[config.mk]
export PLATFORM = sky130hd
export DESIGN_NAME = ihm_match
export DESIGN_NICKNAME = d
export VERILOG_FILES = /design/src/rtl/core/ihm_pkg.sv /design/src/rtl/core/ihm_match.sv
export SDC_FILE = /design/constraint.sdc
export NUM_CORES = 1
export LEC_CHECK = 0
export ABC_CLOCK_PERIOD_IN_PS = 2000
export BUFFER_PORTS_ARGS = -buffer_cell sky130_fd_sc_hd__buf_2
export CAP_MARGIN = 20
export CORE_AREA = 2 2 115 117
export DETAILED_ROUTE_END_ITERATION = 10
export DIE_AREA = 0 0 117 119
export RECOVER_POWER = 25
export SLEW_MARGIN = 5
export SYNTH_ARGS = -nofsm -noshare
export SYNTH_HDL_FRONTEND = slang
export SYNTH_SLANG_ARGS = --single-unit
[constraint.sdc]
create_clock -name vclk -period 2
set_clock_uncertainty 0.1 [all_clocks]
set_input_delay 0.2 -clock vclk [all_inputs]
set_output_delay 0.2 -clock vclk [all_outputs]
set_load 0.01 [all_outputs]
[src/rtl/core/ihm_pkg.sv]
// ----------------------------------------------------------------------------
// ihm_pkg
// Shared types, sizes and helpers for the integer-key hash map: bucket and
// way geometry, the bucket row layout, command codes and the controller
// states.
// ----------------------------------------------------------------------------
`default_nettype none

package ihm_pkg;

    // Map geometry
    localparam int NUM_BUCKETS = 16;
    localparam int BUCKET_WAYS = 4;
    localparam int TOTAL_SLOTS = NUM_BUCKETS * BUCKET_WAYS;

    localparam int BKT_W = (NUM_BUCKETS > 1) ? $clog2(NUM_BUCKETS) : 1;
    localparam int WAY_W = (BUCKET_WAYS > 1) ? $clog2(BUCKET_WAYS) : 1;

    // Field widths
    localparam int KEY_W   = 32;
    localparam int VAL_W   = 32;
    localparam int CMD_W   = 2;
    localparam int COUNT_W = 7;

    // Stream widths: input data {value_in, key}, output data padded to bytes
    localparam int IN_DATA_W  = KEY_W + VAL_W;
    localparam int OUT_RAW_W  = 1 + VAL_W + 1 + COUNT_W;
    localparam int OUT_DATA_W = ((OUT_RAW_W + 7) / 8) * 8;

    // Command codes
    typedef enum logic [CMD_W-1:0] {
        CMD_INSERT = 2'd0,
        CMD_LOOKUP = 2'd1,
        CMD_REMOVE = 2'd2,
        CMD_CLEAR  = 2'd3
    } cmd_t;

    // Controller states
    typedef enum logic {
        ST_IDLE = 1'b0,
        ST_EXEC = 1'b1
    } state_t;

    // One way of a bucket row
    typedef struct packed {
        logic [VAL_W-1:0] value;
        logic [KEY_W-1:0] key;
    } slot_t;

    // One bucket row as stored in the RAM
    typedef slot_t [BUCKET_WAYS-1:0] row_t;

    localparam int ROW_W = BUCKET_WAYS * (KEY_W + VAL_W);

    // Result of the way search over one bucket
    typedef struct packed {
        logic             hit;
        logic [WAY_W-1:0] hit_way;
        logic             free;
        logic [WAY_W-1:0] free_way;
    } match_t;

    // Bucket of a key: magnitude modulo the bucket count
    function automatic logic [BKT_W-1:0] bucket_of(input logic [KEY_W-1:0] key);
        logic [KEY_W-1:0] mag;
        mag = key[KEY_W-1] ? (KEY_W'(0) - key) : key;
        return BKT_W'(mag % NUM_BUCKETS);
    endfunction

endpackage

`default_nettype wire

[src/rtl/core/ihm_match.sv]
// ----------------------------------------------------------------------------
// ihm_match
// Way search over one bucket row: finds the lowest valid way whose key
// equals the probe key and the lowest free way.
// ----------------------------------------------------------------------------
`default_nettype none

module ihm_match
    import ihm_pkg::*;
(
    input  wire row_t                   row,
    input  wire logic [BUCKET_WAYS-1:0] valid,
    input  wire logic [KEY_W-1:0]       key,
    output      match_t                 result
);

    logic [BUCKET_WAYS-1:0] eq;

    // Compare every way at once
    always_comb
    begin
        for (int w = 0; w < BUCKET_WAYS; w++)
        begin
            eq[w] = valid[w] && (row[w].key == key);
        end
    end

    // Pick the lowest matching and the lowest free way
    always_comb
    begin
        result = '0;
        for (int w = BUCKET_WAYS - 1; w >= 0; w--)
        begin
            if (eq[w])
            begin
                result.hit     = 1'b1;
                result.hit_way = WAY_W'(w);
            end
            if (!valid[w])
            begin
                result.free     = 1'b1;
                result.free_way = WAY_W'(w);
            end
        end
    end

endmodule

`default_nettype wire

==> results.txt, run 1 <==
Worst setup path category -> in2out
Worst Hold Depth -> 3
NetSw -> 281 µW
Max Cap Viol -> 0
Hold endpoint -> result[1]
Worst path slowest cell -> nor4_4
Reg area -> 0 µm²
Final Instance Area -> 3070 µm²
Synth cell types -> 19
DP Worst Slack -> -0.249 ns
Final WL -> 9000 µm
Switch share -> 43.4%
Fin crit share -> 97.0%
Detailed Place HPWL -> 8340 µm
# hold bufs at CTS -> 0
HP Start -> valid[3]
WL per Instance -> 15.8 µm
Most common cell after layout, fill and taps aside -> buf_2
Num sequential -> 0
Die area -> 13900 µm²
CP max FO -> 2
Total number of vias -> 2099
Final setup violation count -> 0
RD Place Congestion -> 0.775
CP most frequent cell -> buf_4
Clock share of power -> 0%
Crit path buf inv count -> 3
Utilization after layout -> 23.9%
Initial core utilization -> 12.3%
Cells after synthesis -> 206
Final #Nets -> 685
Final setup margin -> 0.0590 ns
CP top delay family -> simple AND/OR/NAND/NOR gates
Most frequent cells in the layout -> buf_2 (162), xnor2_1 (100), buf_4 (32)
DR WL met2 -> 4310 µm
Fin crit period -> 1.94 ns
Vias in the first global route -> 2094
RSZ-0062 raised after global routing -> yes
Pwr Total -> 646 µW
Average size of a mapped cell -> 7.70 µm²
Slew Viols, Final -> 0
Met1 WL -> 4000 µm
Pre-antenna DRT Iters -> 4
Starting DRC count in detailed routing -> 54
Core ar. -> 12900 µm²
Vias/cell -> 3.70
Area share of the largest cell type after synthesis -> 60.7%
Slew at the pin with the worst max-slew slack -> 0.370 ns
HP Class -> in2out
Highest Signal Layer -> met5
Die H -> 119 µm
VDD IR-drop max -> 0.0732 mV
Max stage delay on crit path -> 0.33 ns
CP Capture Type -> output port
Worst path cell trace -> buf_6 -> xor2_1 -> nor4_4 -> buf_4 -> and3_4 -> nand3_2 -> nand2b_4 -> a21boi_2 -> buf_4
Met3 wire length -> 680 µm
Leakage -> 1.33 nW
Post-DP Area -> 2850 µm²
Arrival @ worst endpoint -> 1.64 ns
DRC -> 0
Sequential Power Share -> 0%
Total GRT Usage -> 12.3%
Seq/Total Area, Yosys -> 0%
Setup_tns -> 0 ns
Yosys warns -> 0
First-pass GRT wire length -> 12400 µm
Number of port buffers -> 170
I/O pin total -> 298
Pwr Density -> 210 nW/µm²
Status -> completed
Clock buf count -> 0
Die Width -> 117 µm
Final Hold Violating Endpoints -> 0
Post-route ant nets -> 0
Layout area overhead -> 93.6%
Combinational power share -> 100.0%
CP required -> 1.70 ns
Initial antenna violation count -> 2
Power Internal -> 366 µW
Rows -> 42
Largest area contributor in the synthesized netlist -> xnor2_1
Share of cells above drive strength 1 -> 58.1%
Post-CTS Setup Repair Bufs -> 0
Worst slew margin relative to its limit -> 75.1%
Synth area leaders -> xnor2_1 (61%), nand4_1 (10%), xor2_1 (8.3%), nor4_1 (3.2%), clkbuf_1 (3.1%)
Filler cells -> 1458
Peak Freq -> 515 MHz
Syn Nets -> 498
Overflow after GRT -> 0
Post-synth design cell area -> 1590 µm²
Pin count of the biggest net entering global routing -> 5
Startpoint Class -> primary input
[synthesized netlist by cell type (all sizes together)]
cell and number:
o2111ai 1, nand3 8, nand2b 3, nor4 8, and3 3, buf 5
nand2 2, a21oi 2, inv 1, xnor2 112, a21boi 2, clkbuf 14
xor2 15, nor3 4, nand4 26
[cell families (layout without fill, tap and decap cells)]
family          Yosys count  in the layout  synth area share, %
other cells               0              1                    0
buf+inv                  20            205                 6.78
simple gates             54             54                 20.0
compound gates            5              5                 2.13
xor+xnor                127            127                 71.1
[power by group through the flow]
| stage | Clock [mW] | Combinational, mW | Sequential [mW] |
|---|---|---|---|
| after floorplan | 0 | 0.287 | 0 |
| after global placement | 0 | 0.611 | 0 |
| after detailed placement | 0 | 0.615 | 0 |
| after CTS | 0 | 0.631 | 0 |
| after global routing | 0.0000000668 | 0.711 | 0 |
| final | 0.0000000669 | 0.646 | 0 |
[worst max-delay path by stage]
stage / start / slack [ns] / endpoint / cells after the start
2_1_floorplan: key[6] / 0.40 / result[3] / 7
3_3_place_gp: key[31] / -0.27 / result[3] / 9
3_5_place_dp: key[31] / -0.25 / result[3] / 9
4_1_cts: key[31] / 0.002 / result[3] / 10
5_1_grt: key[0] / -0.05 / result[4] / 7
6_report: row[200] / 0.06 / result[3] / 9
[what timing repair did]
action                     4_1_cts  5_1_grt
setup endpoints to repair        3        3
pin swaps                       12       17
resized for setup               14       27
cloned                           0        0
[final cells by class]
| cell class | count | area [µm²] | share of cell area, % |
|---|---|---|---|
| Multi-Input combinational cell | 186 | 1670 | 54.3 |
| Tap cell | 176 | 220 | 7.17 |
| Timing Repair Buffer | 204 | 1180 | 38.3 |
| Antenna cell | 1 | 2.50 | 0.0815 |
| Inverter | 1 | 3.75 | 0.122 |
[layer usage]
layer  vias up  GRT usage [%]
li1       1065              -
met1       928           16.6
met2       102           21.9
met3         2           1.78
met4         2              0
met5         -              0
[through the flow]
stage / cells / hold slack (ns)
floorplan: 206 / 0.377
global placement: 569 / 0.602
detailed placement: 569 / 0.607
CTS: 568 / 0.610
global route: 568 / 0.636
finish: 568 / 0.610
No activity file was read; power rests on OpenSTA's default activity.
==> run 2: changes to the inputs <==
PLACE_DENSITY = 0.51   (was not set)
==> results.txt, run 2 (synthesis gave the netlist of run 1 again) <==
Number of port buffers -> 170 (unchanged)
Final WL -> 8710 µm (-3.2%)
Die Width -> 117 µm (unchanged)
First-pass GRT wire length -> 11900 µm (-3.4%)
Share of cells above drive strength 1 -> 55.3% (-2.7 points)
Pwr Total -> 604 µW (-6.5%)
Slew at the pin with the worst max-slew slack -> 0.416 ns (+0.0463 ns)
Vias in the first global route -> 2092 (-0.096%)
I/O pin total -> 298 (unchanged)
Vias/cell -> 3.71 (+0.35%)
Pre-antenna DRT Iters -> 4 (unchanged)
Pwr Density -> 211 nW/µm² (+0.31%)
DP Worst Slack -> -0.255 ns (-0.00595 ns)
HP Class -> in2out
Inst Count DP -> 540 (-5.1%)
Die H -> 119 µm (unchanged)
CP max FO -> 4 (+2)
Clock buf count -> 0 (unchanged)
Die area -> 13900 µm² (unchanged)
Non-Filler Instances -> 542 (-4.6%)
WL per Instance -> 16.1 µm (+1.4%)
Worst slew margin relative to its limit -> 72.0% (-3.1 points)
Final #Nets -> 659 (-3.8%)
Total number of vias -> 2010 (-4.2%)
Overflow after GRT -> 0 (unchanged)
Worst Hold Slack -> 0.612 ns (+0.00208 ns)
CP required -> 1.70 ns (about the same)
Fin crit period -> 1.93 ns (-0.0131 ns)
Leakage -> 1.24 nW (-7.0%)
Core ar. -> 12900 µm² (unchanged)
Startpoint Class -> primary input
Filler cells -> 1446 (-0.82%)
Most frequent cells in the layout -> buf_2 (161), xnor2_1 (99), nand4_1 (26)
Peak Freq -> 519 MHz (+0.68%)
Detailed Place HPWL -> 8080 µm (-3.0%)
Arrival @ worst endpoint -> 1.63 ns (about the same)
Num sequential -> 0 (unchanged)
Layout area overhead -> 80.4%
Fin crit share -> 96.4% (-0.66 points)
Final setup margin -> 0.0722 ns (+0.0131 ns)
Final Hold Violating Endpoints -> 0 (unchanged)
Pin count of the biggest net entering global routing -> 5 (unchanged)
Status -> completed
VDD IR-drop max -> 0.0872 mV (+19%)
Setup_tns -> 0 ns (unchanged)
CP Capture Type -> output port
Rows -> 42 (unchanged)
Post-route ant nets -> 0 (unchanged)
DRC -> 0 (unchanged)
Slew Viols, Final -> 0 (unchanged)
Most common cell after layout, fill and taps aside -> buf_2
Max Cap Viol -> 0 (unchanged)
Initial core utilization -> 12.3% (unchanged)
RSZ-0062 raised after global routing -> yes
Starting DRC count in detailed routing -> 28 (-48%)
Worst setup path category -> in2out
Reg area -> 0 µm² (unchanged)
RD Place Congestion -> 0.710 (-8.3%)
Total GRT Usage -> 11.9% (-0.39 points)
Final setup violation count -> 0 (unchanged)
Area of the multi-input gates -> 1680 µm² (+0.98%)
Initial antenna violation count -> 1 (-1)
run 2: cell types whose count changed in the layout (fill, tap and decap cells not counted), sizes merged:
cell    before  now
clkbuf       1    2
buf        203  176
run 2: worst max-delay path, stage by stage:
cell and delay [ns]:
buf_4 0.14, xnor2_2 0.11, nand4_1 0.24, nor4_4 0.39, nand3_2 0.13, nand2b_4 0.16
a21boi_2 0.10, buf_2 0.15
run 2: final timing paths:
kind,slack [ns],cells after the start,endpoint,from
setup / recovery,0.07,8,result[3],key[2]
hold / removal,0.61,3,result[2],valid[2]
run 2: timing repair:
action / in CTS / in global routing
hold buffers: 0 / 0
gates cloned: 0 / 0
setup buffers: 0 / 1
resized for setup: 14 / 29
endpoints found under the setup margin: 3 / 3
pin swaps: 2 / 16
run 2: routing by layer:
| layer | vias to the layer above | global-route usage [%] | share of wire [%] |
|---|---|---|---|
| li1 | 1012 | - | - |
| met1 | 896 | 15.4 | 43 |
| met2 | 102 | 22.4 | 49 |
| met3 | 0 | 1.12 | 7.3 |
| met4 | 0 | 0 | 0 |
| met5 | - | 0 | 0 |
run 2: layout make-up:
type / instances / share of cell area [%]
Antenna cell: 1 / 0.0874
Inverter: 1 / 0.131
Multi-Input combinational cell: 186 / 58.8
Tap cell: 176 / 7.69
Timing Repair Buffer: 178 / 33.3
run 2: power breakdown:
group	total (mW)	switching, mW	internal [mW]
Sequential	0	0	0
Combinational	0.604	0.278	0.327
Clock	0.0000000671	0	0.0000000671
run 2: metrics by stage:
| step | util, % | cell area [µm²] |
|---|---|---|
| finish | 22.2 | 2860 |
| detailed placement | 20.2 | 2610 |
| CTS | 21.0 | 2710 |
| global placement | 20.2 | 2610 |
| global route | 22.2 | 2860 |
| floorplan | - | 1590 |
==> run 3: changes to the inputs <==
BUFFER_PORTS_ARGS = -buffer_cell sky130_fd_sc_hd__buf_4   (was -buffer_cell sky130_fd_sc_hd__buf_2)
==> results.txt, run 3 (synthesis gave the netlist of run 1 again) <==
Status -> completed
Vias/cell -> 3.67 (-0.99%)
Final Instance Area -> 3180 µm² (+11%)
Core ar. -> 12900 µm² (unchanged)
Num sequential -> 0 (unchanged)
Fin crit share -> 94.6% (-1.7 points)
HP Class -> in2out
Non-Filler Instances -> 536 (-1.1%)
Number of port buffers -> 170 (unchanged)
Post-route ant nets -> 0 (unchanged)
Most frequent cells in the layout -> buf_4 (172), xnor2_1 (105), nand4_1 (26)
Total GRT Usage -> 12.1% (+0.21 points)
Met1 usage -> 16.0% (+0.61 points)
Crit. Startpoint -> key[11]
Slew Viols, Final -> 0 (unchanged)
Pwr Density -> 212 nW/µm² (+0.56%)
Initial core utilization -> 12.3% (unchanged)
Slew at the pin with the worst max-slew slack -> 0.315 ns (-0.101 ns)
Inst Count DP -> 536 (-0.74%)
Diode count -> 0 (-1)
Die Width -> 117 µm (unchanged)
CP max FO -> 4 (unchanged)
Max Cap Viol -> 0 (unchanged)
Most common cell after layout, fill and taps aside -> buf_4
Final #Nets -> 654 (-0.76%)
Rows -> 42 (unchanged)
DRC -> 0 (unchanged)
VDD IR-drop max -> 0.0753 mV (-14%)
Die H -> 119 µm (unchanged)
Arrival @ worst endpoint -> 1.59 ns (-0.04 ns)
First-pass GRT wire length -> 12200 µm (+2.4%)
Pre-antenna DRT Iters -> 4 (unchanged)
RSZ-0062 raised after global routing -> no
RD Place Congestion -> 0.710 (-0.11%)
CP Capture Type -> output port
DP Worst Slack -> -0.269 ns (-0.0144 ns)
Startpoint Class -> primary input
Peak Freq -> 528 MHz (+1.8%)
Vias in the first global route -> 2078 (-0.67%)
Worst slew margin relative to its limit -> 78.8% (+6.8 points)
Area of the multi-input gates -> 1660 µm² (-1.3%)
Final WL -> 8810 µm (+1.2%)
Final Hold Violating Endpoints -> 0 (unchanged)
Crit path capture -> result[3]
# hold bufs at CTS -> 0 (unchanged)
Met2 usage -> 22.1% (-0.33 points)
Gr busiest metal -> met2
Post-DP Area -> 3000 µm² (+15%)
Worst setup path category -> in2out
Leakage -> 1.33 nW (+7.2%)
Share of cells above drive strength 1 -> 53.1% (-2.3 points)
Final setup violation count -> 0 (unchanged)
Pin count of the biggest net entering global routing -> 6 (+1)
Total number of vias -> 1968 (-2.1%)
CP required -> 1.70 ns (about the same)
Detailed Place HPWL -> 8110 µm (+0.26%)
Fin crit period -> 1.89 ns (-0.0349 ns)
Final setup margin -> 0.107 ns (+0.0349 ns)
Clock buf count -> 0 (unchanged)
Die area -> 13900 µm² (unchanged)
WL per Instance -> 16.4 µm (+2.3%)
Initial antenna violation count -> 0 (-1)
Layout area overhead -> 101%
GR Util met3 -> 1.48% (+0.36 points)
Filler cells -> 1412 (-2.4%)
I/O pin total -> 298 (unchanged)
Reg area -> 0 µm² (unchanged)
Starting DRC count in detailed routing -> 35 (+25%)
Overflow after GRT -> 0 (unchanged)
==> run 3: cell count changes in the layout (fill, tap and decap cells not counted), sizes merged <==
cell	change
buf	-4
clkbuf	-1
diode	-1
==> run 3: worst max-delay path, cell delays in order <==
cell and delay (ns):
buf_4 0.15, xnor2_1 0.16, nand4_1 0.27, nor4_4 0.33, nand3_1 0.17, a21boi_2 0.17
buf_4 0.14
==> run 3: power breakdown <==
| group | internal (mW) | switching, mW | total [mW] |
|---|---|---|---|
| clock | 0 | 0 | 0 |
| combinational | 0.402 | 0.273 | 0.675 |
| sequential | 0 | 0 | 0 |
==> run 3: how the worst min path moves through the flow <==
stage | to | from | cells after the start | slack (ns)
2_1_floorplan | result[1] | valid[2] | 1 | 0.38
3_3_place_gp | result[1] | valid[2] | 3 | 0.60
3_5_place_dp | result[1] | valid[2] | 3 | 0.61
4_1_cts | result[1] | valid[2] | 3 | 0.61
5_1_grt | result[1] | valid[2] | 3 | 0.63
6_report | result[1] | valid[3] | 3 | 0.60
==> run 3: metal layers <==
| layer | up-vias | part of all wire [%] | routed length [µm] |
|---|---|---|---|
| met5 | - | 0 | 0 |
| met4 | 0 | 0 | 0 |
| met3 | 0 | 7.3 | 645 |
| met2 | 101 | 49 | 4350 |
| met1 | 869 | 43 | 3820 |
| li1 | 998 | - | - |
==> run 3: area by class of cell <==
type / instances / share of cell area [%]
Multi-Input combinational cell: 186 / 52.3
Inverter: 1 / 0.118
Timing Repair Buffer: 173 / 40.7
Tap cell: 176 / 6.92
==> run 3: what timing repair did <==
| item | 4_1_cts | 5_1_grt |
|---|---|---|
| setup endpoints to repair | 3 | 3 |
| gates resized for setup | 11 | 14 |
| buffers inserted | 0 | 0 |
| pin swaps | 2 | 7 |
==> run 3: stage by stage <==
stage / setup TNS (ns) / hold slack (ns) / util, % / total power [mW]
floorplan: 0 / 0.377 / - / 0.287
global placement: -0.547 / 0.603 / 23.3 / 0.646
detailed placement: -0.475 / 0.607 / 23.3 / 0.653
CTS: 0 / 0.610 / 23.9 / 0.674
global route: 0 / 0.628 / 24.7 / 0.735
finish: 0 / 0.604 / 24.7 / 0.675
