## src/rtl/core/ihm_ram.sv

```systemverilog
// ----------------------------------------------------------------------------
// ihm_ram
// Generic simple dual-port RAM: one write port, one read port with a
// registered read that holds its data while no read is requested.
// ----------------------------------------------------------------------------
`default_nettype none

module ihm_ram #(
    parameter int WIDTH = 8,
    parameter int DEPTH = 16
) (
    input  wire logic                              clk,
    input  wire logic                              we,
    input  wire logic [((DEPTH > 1) ? $clog2(DEPTH) : 1)-1:0] wr_addr,
    input  wire logic [WIDTH-1:0]                  wr_data,
    input  wire logic                              rd_en,
    input  wire logic [((DEPTH > 1) ? $clog2(DEPTH) : 1)-1:0] rd_addr,
    output      logic [WIDTH-1:0]                  rd_data
);

    logic [WIDTH-1:0] mem [DEPTH];

    // Write port
    always_ff @(posedge clk)
    begin
        if (we)
        begin
            mem[wr_addr] <= wr_data;
        end
    end

    // Registered read port
    always_ff @(posedge clk)
    begin
        if (rd_en)
        begin
            rd_data <= mem[rd_addr];
        end
    end

endmodule

`default_nettype wire

```

## config.mk

```make
export PLATFORM = sky130hd
export DESIGN_NAME = ihm_ram
export DESIGN_NICKNAME = d
export VERILOG_FILES = /design/src/rtl/core/ihm_ram.sv
export SDC_FILE = /design/constraint.sdc
export NUM_CORES = 1
export LEC_CHECK = 0
export BUFFER_PORTS_ARGS = -buffer_cell sky130_fd_sc_hd__buf_2
export CAP_MARGIN = 20
export CORE_MARGIN = 10
export CORE_UTILIZATION = 54
export DETAILED_ROUTE_END_ITERATION = 16
export PLACE_DENSITY = 0.86
export SLEW_MARGIN = 20
export SYNTH_ARGS = -nofsm -noshare
export SYNTH_HDL_FRONTEND = slang
export SYNTH_SLANG_ARGS = --single-unit
```

## constraint.sdc

```tcl
create_clock -name clk -period 1.97 [get_ports clk]
set_input_delay 0.591 -clock clk [delete_from_list [all_inputs] [get_ports clk]]
set_output_delay 0.591 -clock clk [all_outputs]
set_load 0.02 [all_outputs]
```

==> results summary, run 1 <==
The flow ran to the end, and the final reports show no timing, DRC or antenna violations. In the routed design, unresolved DRC markers number 0. The final number of hold-violating endpoints was 0. The post-route netlist has approximately a third of its cells at a drive strength greater than 1.

Setup repair after global routing left no endpoint under its margin. The xor-xnor portion of the synthesized cell area is 0%. The wire-length estimate of the detail-placed layout is around 6500 µm. The number of different library cells in the post-synthesis netlist came out at 18. The routed via count came out at between 2,000 and 3,000. The largest individual stage delay along the critical path comes from the cell edfxtp_1. The number of max-slew violations in the final report came out at 0. In the global route stage, overall resource usage came out at about 16%. The kind of cell with the highest combined delay along the critical path is flip-flops. The part of the Yosys area used for sequential elements came out at about four fifths. The via count of the first global-routing pass is roughly 2,700. The total die area is ~14,000 µm². The floorplan core area is a little over 9000 µm². Data on the critical path arrives at its endpoint at between 1 and 1.5 ns. The clock net sink count came out at about 140. In this run, post-CTS hold repair placed 0 buffers.

The tool flagged a number of max-cap violations equal to 0. The starting density of the core came out at 56.0%. Routability-driven placement finished with a final weighted congestion of roughly 0.74. The leakage power is about 2.1 nW. The flop and latch count out of synthesis is ~140.

The worst-case clock skew is approximately 0.005 ns. The worst-case headroom to the max-slew limit came out at 72.4%. The sequential standard cell area came out at approximately 4100 µm². In this run the worst path has a maximum fanout of 1. The per-cell via count in the routed design is just under 6.

The root buffer cell chosen for the clock tree is clkbuf_8. The portion of the clock cycle consumed by the worst path in the final layout is ~88%. The clock latency reported for the late side of the worst-skew pair is 0.52 ns. The die boundary width is between 100 and 150 µm.

The worst setup path is of the reg2out kind. The largest single stage delay on the critical path is around 0.43 ns. Subtracting the final worst setup slack from the clock period gives around 1.7 ns. The slew at the pin closest to its max-slew limit is ~0.41 ns. The average wire per standard cell came out at approximately 24 µm. The y dimension of the die came out at between 100 and 150 µm. Power spread over the standard cell area amounts to 1060 nW/µm². Before antenna repair, the detailed router went through 4 iterations. Yosys printed 0 warnings. The synthesized-area fraction occupied by ao, oa, aoi and oai cells came out at under 10%.

The total buffers and inverters traversed by the critical path is 1. The maximum number of pins on one net before global-route repair came out at 23. The number of clock buffers added by TritonCTS is 17. The dominant combinational cell family by area after synthesis is multiplexers. Counting the fill cells in the layout gives 577. The post-synthesis instance area is 5230 µm². The H-tree level count is 4. Post-CTS timing repair inserted 0 buffers for setup.

The net count of the finished layout is between 300 and 400. The worst-case clock buffer depth came out at 2. The number of DRC markers in iteration 0 is about 250. The number of standard cells after synthesis is around 230. The setup violation total in the final timing report is 0. The post-CTS resize count is 0. The clock-pin transition on the worst setup and hold timing paths came out at around 0.06 ns. Averaged over all synthesized cells, the footprint is between 20 and 25 µm². In this run the worst hold path is classified as in2reg.

The initial antenna violation count was 0. The number of nets produced by synthesis is between 200 and 250. The pre-CTS worst setup slack came out at -0.140 ns. In this run the core area contains 35 standard-cell rows.

The post-route standard cell area excluding fillers is roughly 6200 µm². The multiplexer fraction of the synthesized cell area is about 15%. The growth of design area from synthesis to finish is 19.0%. The count of antenna diodes in the layout is 0. The number of port buffers came out at 26. The synthesized netlist devotes 0% of its cell area to adder and majority cells. Summing all multi-input logic gate instances after layout gives 1060 µm². The setup slack after layout is about 0.25 ns. The top-level port count is 27. Walking the worst path, the cells encountered are buf_2. The CTS tree is done.

The worst supply voltage drop on vdd is between 0.7 and 0.8 mV. The achievable clock frequency came out at between 500 and 600 MHz. The total cell area at the placement stage is about 5600 µm². The first global-routing pass estimated 16,500 µm of wire.

The number of placed instances, taps included came out at just under 400. STA classifies the critical path startpoint as a flip-flop. Global routing finished with a remaining overflow of 0.

The detail route stage leaves a number of antenna-violating nets equal to 0. The final layout contains routed wiring with a total length of 10,500 µm. The tightest hold path in the finished design has a slack of approximately 0.44 ns. The worst setup path is captured at a primary output. For the worst setup path, the data required time is 1.38 ns. The number of cells in the finished layout apart from fillers is between 400 and 500. Of the total synthesized cell area, the portion taken by AND, OR, NAND and NOR gates is ~3.1%.
[cells in the mapped netlist]
| master | count | share of area [%] |
|---|---|---|
| and2_1 | 1 | 0.12 |
| or3b_2 | 1 | 0.17 |
| buf_2 | 3 | 0.29 |
| buf_6 | 3 | 0.65 |
| nor2_1 | 13 | 0.93 |
| nand3b_1 | 2 | 0.29 |
| nor3_1 | 4 | 0.38 |
| mux4_2 | 18 | 7.8 |
| buf_4 | 1 | 0.14 |
| edfxtp_1 | 136 | 78 |
| nand3_1 | 1 | 0.096 |
| mux4_1 | 14 | 7.0 |
| and2b_1 | 1 | 0.14 |
| clkdlybuf4s25_2 | 3 | 0.57 |
| nor2b_1 | 1 | 0.12 |
| nand2b_1 | 2 | 0.24 |
| nand2_1 | 9 | 0.65 |
| a22oi_1 | 16 | 2.3 |
[where the power goes]
part | internal [mW] | total [mW] | leakage, nW | switching [mW]
combinational | 0.136 | 0.320 | 0.609 | 0.184
clock | 1.80 | 2.99 | 0.267 | 1.20
sequential | 3.26 | 3.28 | 1.24 | 0.0207
[through the flow]
| stage | power [mW] | util, % | setup TNS [ns] |
|---|---|---|---|
| final | 6.59 | 66.7 | 0 |
| after global routing | 6.79 | 66.7 | 0 |
| after CTS | 6.66 | 66.7 | 0 |
| after detailed placement | 3.66 | 60.6 | -0.858 |
| after global placement | 3.64 | 60.6 | -0.540 |
| after floorplan | 3.52 | - | 0 |
[cell families (layout without fill, tap and decap cells)]
kind of cell / Yosys count / in the layout
and+or+nand+nor: 35 / 35
DFF: 136 / 136
AOI/OAI and AO/OA: 16 / 16
muxes: 32 / 32
buffers and inverters: 10 / 81
[sequential cells by signal, summed over array words and instances (netlist names)]
name	cells
mem	128
rd_data	8
[final timing paths]
path,start,endpoint,slack (ns),cells after the start
worst min register to register,mem[11][3],rd_data[3],0.76,3
worst max-delay path,rd_data[6],rd_data[6],0.25,1
worst min-delay path,rd_en,rd_data[0],0.44,1
worst max register to register,mem[2][5],rd_data[5],0.43,3
[layer usage]
layer	track usage, %	vias to the layer above	wire, µm	share of wire [%]
met5	0	-	0	0
met3	5.52	19	859	8.2
li1	-	1099	-	-
met1	19.2	1297	4120	39
met4	6.72	0	255	2.4
met2	25.4	111	5250	50
[cells in the final DEF, fill, tap and decap left out, types with 4 or more instances in the layout]
cell type	count
mux4_1	14
a22oi_1	16
clkinvlp_4	4
clkinv_4	6
clkbuf_16	16
nand2_1	9
buf_4	20
buf_2	26
edfxtp_1	136
mux4_2	18
nor2_1	13
[final cells by class]
cell class	count	share of cell area [%]
Timing Repair Buffer	49	5.47
Sequential cell	136	65.7
Multi-Input combinational cell	83	17.1
Clock buffer	17	6.66
Tap cell	129	2.60
Clock inverter	15	2.52
(Power assumes the default switching activity.)
==> inputs of run 2 (changes only) <==
--- a/config.mk
+++ b/config.mk
@@ -7,6 +7,7 @@
 export LEC_CHECK = 0
 export BUFFER_PORTS_ARGS = -buffer_cell sky130_fd_sc_hd__buf_2
 export CAP_MARGIN = 20
+export CORE_ASPECT_RATIO = 1.4
 export CORE_MARGIN = 10
 export CORE_UTILIZATION = 54
 export DETAILED_ROUTE_END_ITERATION = 16
==> results summary, run 2 (synthesized netlist as in run 1, its figures left out) <==
The flow ran to the end, and the final reports show no timing, DRC or antenna violations. The critical path is of the in2reg type. Buffers inserted during clock tree synthesis total 17.

The register with the most flip-flops in the layout has between 100 and 150 of them. The number of placed instances, taps included came out at 384. The maximum fanout along the worst path is 15. The tree is rooted in a clkbuf_16. The worst-case clock skew came out at between 0.005 and 0.006 ns. The worst setup path is captured at a flip-flop. The final number of hold-violating endpoints came out at 0. Clock latency on the worst-skew pair, taken at its later pin, is 0.41 ns. The number of max-slew violations in the final report is 0. The total chip power came out at a little under 7 mW. The maximum number of pins on one net before global-route repair came out at 33.

The final critical path takes up 88.8% of the cycle. The count of max-cap constraint violations came out at 0. The total length of routed wires came out at between 10,000 and 15,000 µm. Summed over all nets, the half-perimeter wirelength after detailed placement is a little under 7000 µm.

The initial antenna violation count is 0. At the end of the flow the core is filled with cells to approximately 67%. After clock tree synthesis, the clock-pin slew on the worst setup and hold paths is 0.06 ns. The die boundary width is between 100 and 150 µm. The power density relative to cell area is 1090 nW/µm².

The worst-case headroom to the max-slew limit came out at 72.6%. After filler insertion, the fill cell instance count of the layout stands at between 500 and 600. The number of port buffers is 26. The number of core rows is 42.

The leading cell type in the layout, fill and taps excluded is edfxtp_1. The worst supply voltage drop on vdd came out at 0.685 mV. The starting density of the core is 55.3%. The area growth from synthesis to layout is 20.4%. The required time of the worst setup path is ~2.1 ns. Setup repair after global routing left no endpoint under its margin. In this run, the number of DRC markers left after iteration 0 of detailed routing was around 180. The total area inside the core boundary comes to roughly 9500 µm².

The via count of the first global-routing pass is about 2,800. The quantity of hold-fixing buffers added after cts is 0. The number of nets in the final layout is 312. The worst register-to-register path has a setup slack of about 0.47 ns.

The setup violation total in the final timing report is 0. The congestion estimate from routability-driven global placement came to around 0.77. The register with the most flip-flops in the final layout is mem. The clock net sink count is ~140.

The first-pass iteration count of the detailed router came out at 5. The analysis attributes to cell leakage a power of ~2.2 nW. The total DRC errors in the routed layout is 0. The kind of start point of the critical path is a primary input. The overflow left after global routing is 0. The combined global-route utilization of all metal layers is 16.3%. The number of cells in the finished layout apart from fillers is roughly 420. After clock tree synthesis, the repair step resized 0 gates.

In this run the number of H-tree levels came out at 4. The type of the tightest min-delay check is in2reg. The routed via count is between 2,000 and 3,000. The library cells used most frequently in the layout, excluding fill and tap cells, are edfxtp_1 (136), buf_2 (26), buf_4 (25). The arrival time of data at the critical path endpoint is ~1.9 ns. The wire length of the first global-routing pass came out at around 16,000 µm. Once the clock tree was built, the setup fixing pass inserted 0 buffers.

No sink is reached through more buffers than the 2 on the longest clock path. The share of final-layout standard cells stronger than drive strength 1 is between 30% and 40%. Timing would allow up to between 500 and 600 MHz.

The floorplan step defined a die boundary enclosing around 14,000 µm². The per-cell via count in the routed design came out at 6.22. The top-level port count is 27. From bottom edge to top edge, the die measures ~140 µm. TritonCTS built the clock tree.

In this run the remaining antenna-violating nets after routing total 0. The slew at the pin closest to its max-slew limit came out at roughly 0.4 ns. 0 antenna diodes ended up in the layout.

The largest registers in the layout are mem: 128 flops, rd_data: 8 flops. The average wire per standard cell is around 26 µm. The shortest period the worst path allows is roughly 1.7 ns.
[run 2: cell count changes in the layout (fill, tap and decap cells not counted), moves of 2 or more]
cell        before  now
buf_4           20   25
bufinv_16        2    4
clkinv_2         2    5
clkinv_4         6    2
clkinvlp_4       4    2
[run 2: final cells by class]
cell class	instances	area, µm²	area share [%]
Clock buffer	18	429	6.82
Clock inverter	14	181	2.88
Multi-Input combinational cell	83	1060	16.9
Sequential cell	136	4080	64.9
Tap cell	110	138	2.19
Timing Repair Buffer	55	398	6.32
[run 2: per-layer routing]
| metal | track usage [%] | part of all wire [%] | wire (µm) | up-vias |
|---|---|---|---|---|
| li1 | - | - | - | 1108 |
| met1 | 19.0 | 38 | 4080 | 1345 |
| met2 | 27.3 | 54 | 5730 | 112 |
| met3 | 4.98 | 6.1 | 648 | 23 |
| met4 | 6.82 | 2.0 | 218 | 0 |
| met5 | 0 | 0 | 0 | - |
[run 2: where the power goes]
group | internal (mW) | switching (mW) | total (mW) | leakage (nW)
clock | 2.10 | 1.11 | 3.21 | 0.297
sequential | 3.26 | 0.0178 | 3.28 | 1.24
combinational | 0.143 | 0.191 | 0.334 | 0.644
total | 5.51 | 1.32 | 6.83 | 2.18
[run 2: worst paths after layout]
| path | from | endpoint | depth (start not counted) |
|---|---|---|---|
| worst max-delay path | rd_addr[0] | rd_data[5] | 5 |
| worst min-delay path | rd_en | rd_data[7] | 1 |
| worst max register to register | mem[0][6] | rd_data[6] | 3 |
| worst min register to register | mem[14][1] | rd_data[1] | 3 |
[run 2: worst max-delay path: stages]
cell     delay (ns)
buf_2          0.16
buf_12         0.18
mux4_1         0.57
a22oi_1        0.28
nand2_1        0.11
[run 2: through the flow]
stage | worst slack (ns) | setup TNS [ns] | instance area, µm² | hold WS [ns]
global placement | -0.142 | -0.596 | 5680 | 0.723
detailed placement | -0.168 | -0.754 | 5680 | 0.747
finish | 0.221 | 0 | 6290 | 0.538
floorplan | 0.0966 | 0 | 5230 | 0.690
global route | 0.160 | 0 | 6290 | 0.536
CTS | 0.218 | 0 | 6290 | 0.529
==> inputs of run 3 (changes only) <==
--- a/config.mk
+++ b/config.mk
@@ -9,9 +9,9 @@
 export CAP_MARGIN = 20
 export CORE_ASPECT_RATIO = 1.4
 export CORE_MARGIN = 10
-export CORE_UTILIZATION = 54
+export CORE_UTILIZATION = 55
 export DETAILED_ROUTE_END_ITERATION = 16
-export PLACE_DENSITY = 0.86
+export PLACE_DENSITY = 0.85
 export SLEW_MARGIN = 20
 export SYNTH_ARGS = -nofsm -noshare
 export SYNTH_HDL_FRONTEND = slang
==> constraint.sdc (replaced) <==
create_clock -name clk -period 1.9 [get_ports clk]
set_input_delay 0.57 -clock clk [delete_from_list [all_inputs] [get_ports clk]]
set_output_delay 0.57 -clock clk [all_outputs]
set_load 0.02 [all_outputs]
==> results summary, run 3 (synthesized netlist as in run 1, its figures left out) <==
The run finished with clean final reports. The starting density of the core came out at between 50% and 60%. The first global-routing pass estimated about 15,000 µm of wire. The number of port buffers came out at 26.

The portion of the clock cycle consumed by the worst path in the final layout came out at about nine tenths. The quantity of hold-fixing buffers added after cts is 0. Entering global routing, the biggest net connects 21 pins. The final layout contains about 310 nets. TritonCTS built the clock tree. The count of max-cap constraint violations is 0. The number of setup buffers added after CTS is 0. The worst register-to-register path begins at mem[5][2]. The combined area of the multi-input logic cells came out at approximately 1100 µm². The pre-CTS worst setup slack is -0.192 ns. The leakage power came out at 2.13 nW.

The floorplan step set the die height to ~140 µm. The cell depth of the worst flop-to-flop path is 3. The shortest period the worst path allows is between 1.5 and 2 ns.

The top-level port count came out at 27. The final route contains 2,509 vias. Between clock sinks in the finished design, the worst skew comes to 0.00782 ns. The first-pass iteration count of the detailed router is 5.

Once detail routing completed, the nets flagged for antenna violations numbered 0. In the layout the commonest cells are edfxtp_1 (136), buf_2 (26), buf_4 (25). The register ranked first by flip-flop count is mem. The power density relative to cell area came out at around 1000 nW/µm².

The clock net sink count is approximately 140. The critical path in this run is classified as in2reg. Across the whole layout, storage elements account for around 4100 µm². The H-tree level count is 4. The via count of the first global-routing pass is between 2,000 and 3,000. The routability congestion estimate from global placement came out at ~0.8.

The initial antenna violation count is 0. The region available for standard cell placement spans about 9400 µm². The number of DRC markers in iteration 0 came out at 207. The final cell utilization of the core is between 60% and 70%. For this run, design rule violations remaining after detail routing come to 0. The kind of start point of the critical path is a primary input. The post-CTS resize count came out at 0. Leaving out fill and tap cells, the most frequent cell in the layout is edfxtp_1.

The achievable clock frequency came out at approximately 590 MHz. The slew at the pin closest to its max-slew limit is 0.345 ns. The number of max-slew violations in the final report came out at 0. In the routed layout, each cell is associated on average with a via count of approximately 6.0.

The clock reaches the later pin of the worst-skew pair after around 0.4 ns. The clock tree root driver cell is clkbuf_16. The start point of the worst hold path is rd_en. The setup slack after layout is 0.202 ns. Setup violations remaining at the end of the flow were counted as 0. The worst-case clock buffer depth came out at 2. The HPWL after detailed placement is around 6600 µm. The total die area is 13,900 µm². The count of antenna diodes in the layout is 0. Global routing finished with a remaining overflow of 0.

Tracing the worst setup path back leads to its startpoint at rd_addr[0]. The instance count along the most critical hold path is 1. Headroom to the max-slew limit came out at about three quarters. For this run, the total global-route usage over all layers was measured as 15.4%. At the worst endpoint, the required time is a little over 2 ns. Setup repair after global routing left no endpoint under its margin. The worst setup path is captured at a flip-flop.

The largest registers in the layout are mem: 128 flops, rd_data: 8 flops. The final number of hold-violating endpoints came out at 0. In this run the worst path has a maximum fanout of 20. The total CTS buffers is 17.

The share of final-layout standard cells stronger than drive strength 1 came out at ~33%. The clock-pin transition on the worst setup and hold timing paths is approximately 0.050 ns. The number of core rows came out at 42. The worst supply voltage drop on vdd came out at between 0.8 and 0.9 mV. Measured along the x axis, the die boundary spans 102 µm. The average wire per standard cell came out at 23.7 µm. The area growth from synthesis to layout is 18.6%. The register with the most flip-flops in the layout has about 130 of them.

The arrival time of data at the critical path endpoint is roughly 1.9 ns. The total length of routed wires came out at 9860 µm. The worst hold path belongs to the class in2reg. The count of fill cells added during filler insertion came out at between 500 and 600.
run 3: cell count changes in the layout (fill, tap and decap cells not counted), sizes merged:
cell      previous run  this run
buf                 55        56
bufinv               4         0
clkbuf              18        21
clkinv               8         7
clkinvlp             2         3
run 3: worst max-delay path, cell delays in order:
cell     delay, ns
buf_2         0.14
buf_12        0.21
mux4_1        0.58
a22oi_1       0.25
nand2_1       0.08
run 3: worst paths after layout:
kind	end	slack [ns]
setup / recovery	rd_data[5]	0.20
hold / removal	rd_data[4]	0.52
setup reg to reg	rd_data[2]	0.40
hold reg to reg	rd_data[7]	0.75
run 3: layout make-up:
| type | instances | share of cell area [%] |
|---|---|---|
| Clock buffer | 21 | 7.10 |
| Clock inverter | 10 | 0.928 |
| Multi-Input combinational cell | 83 | 17.1 |
| Sequential cell | 136 | 65.9 |
| Tap cell | 110 | 2.22 |
| Timing Repair Buffer | 56 | 6.74 |
run 3: layer usage:
layer  vias up  part of all wire, %  track usage (%)
met3        13                  5.9             5.21
met4         0                  1.5             5.74
li1       1111                    -                -
met2        89                   54             26.1
met5         -                    0                0
met1      1296                   39             17.6
run 3: stage by stage:
| stage | instance area, µm² | cells | hold WS (ns) | total power [mW] | TNS (ns) |
|---|---|---|---|---|---|
| floorplan | 5230 | 229 | 0.669 | 3.65 | 0 |
| global placement | 5700 | 385 | 0.724 | 3.79 | -1.01 |
| detailed placement | 5700 | 385 | 0.733 | 3.80 | -1.28 |
| CTS | 6200 | 416 | 0.513 | 6.52 | 0 |
| global route | 6200 | 416 | 0.522 | 6.68 | 0 |
| finish | 6200 | 416 | 0.523 | 6.48 | 0 |
run 3: report_power, final:
part / internal, mW / switching [mW] / leakage [nW] / total, mW
combinational: 0.150 / 0.191 / 0.655 / 0.341
sequential: 3.38 / 0.0181 / 1.24 / 3.40
clock: 1.63 / 1.10 / 0.235 / 2.74
total: 5.17 / 1.31 / 2.13 / 6.48
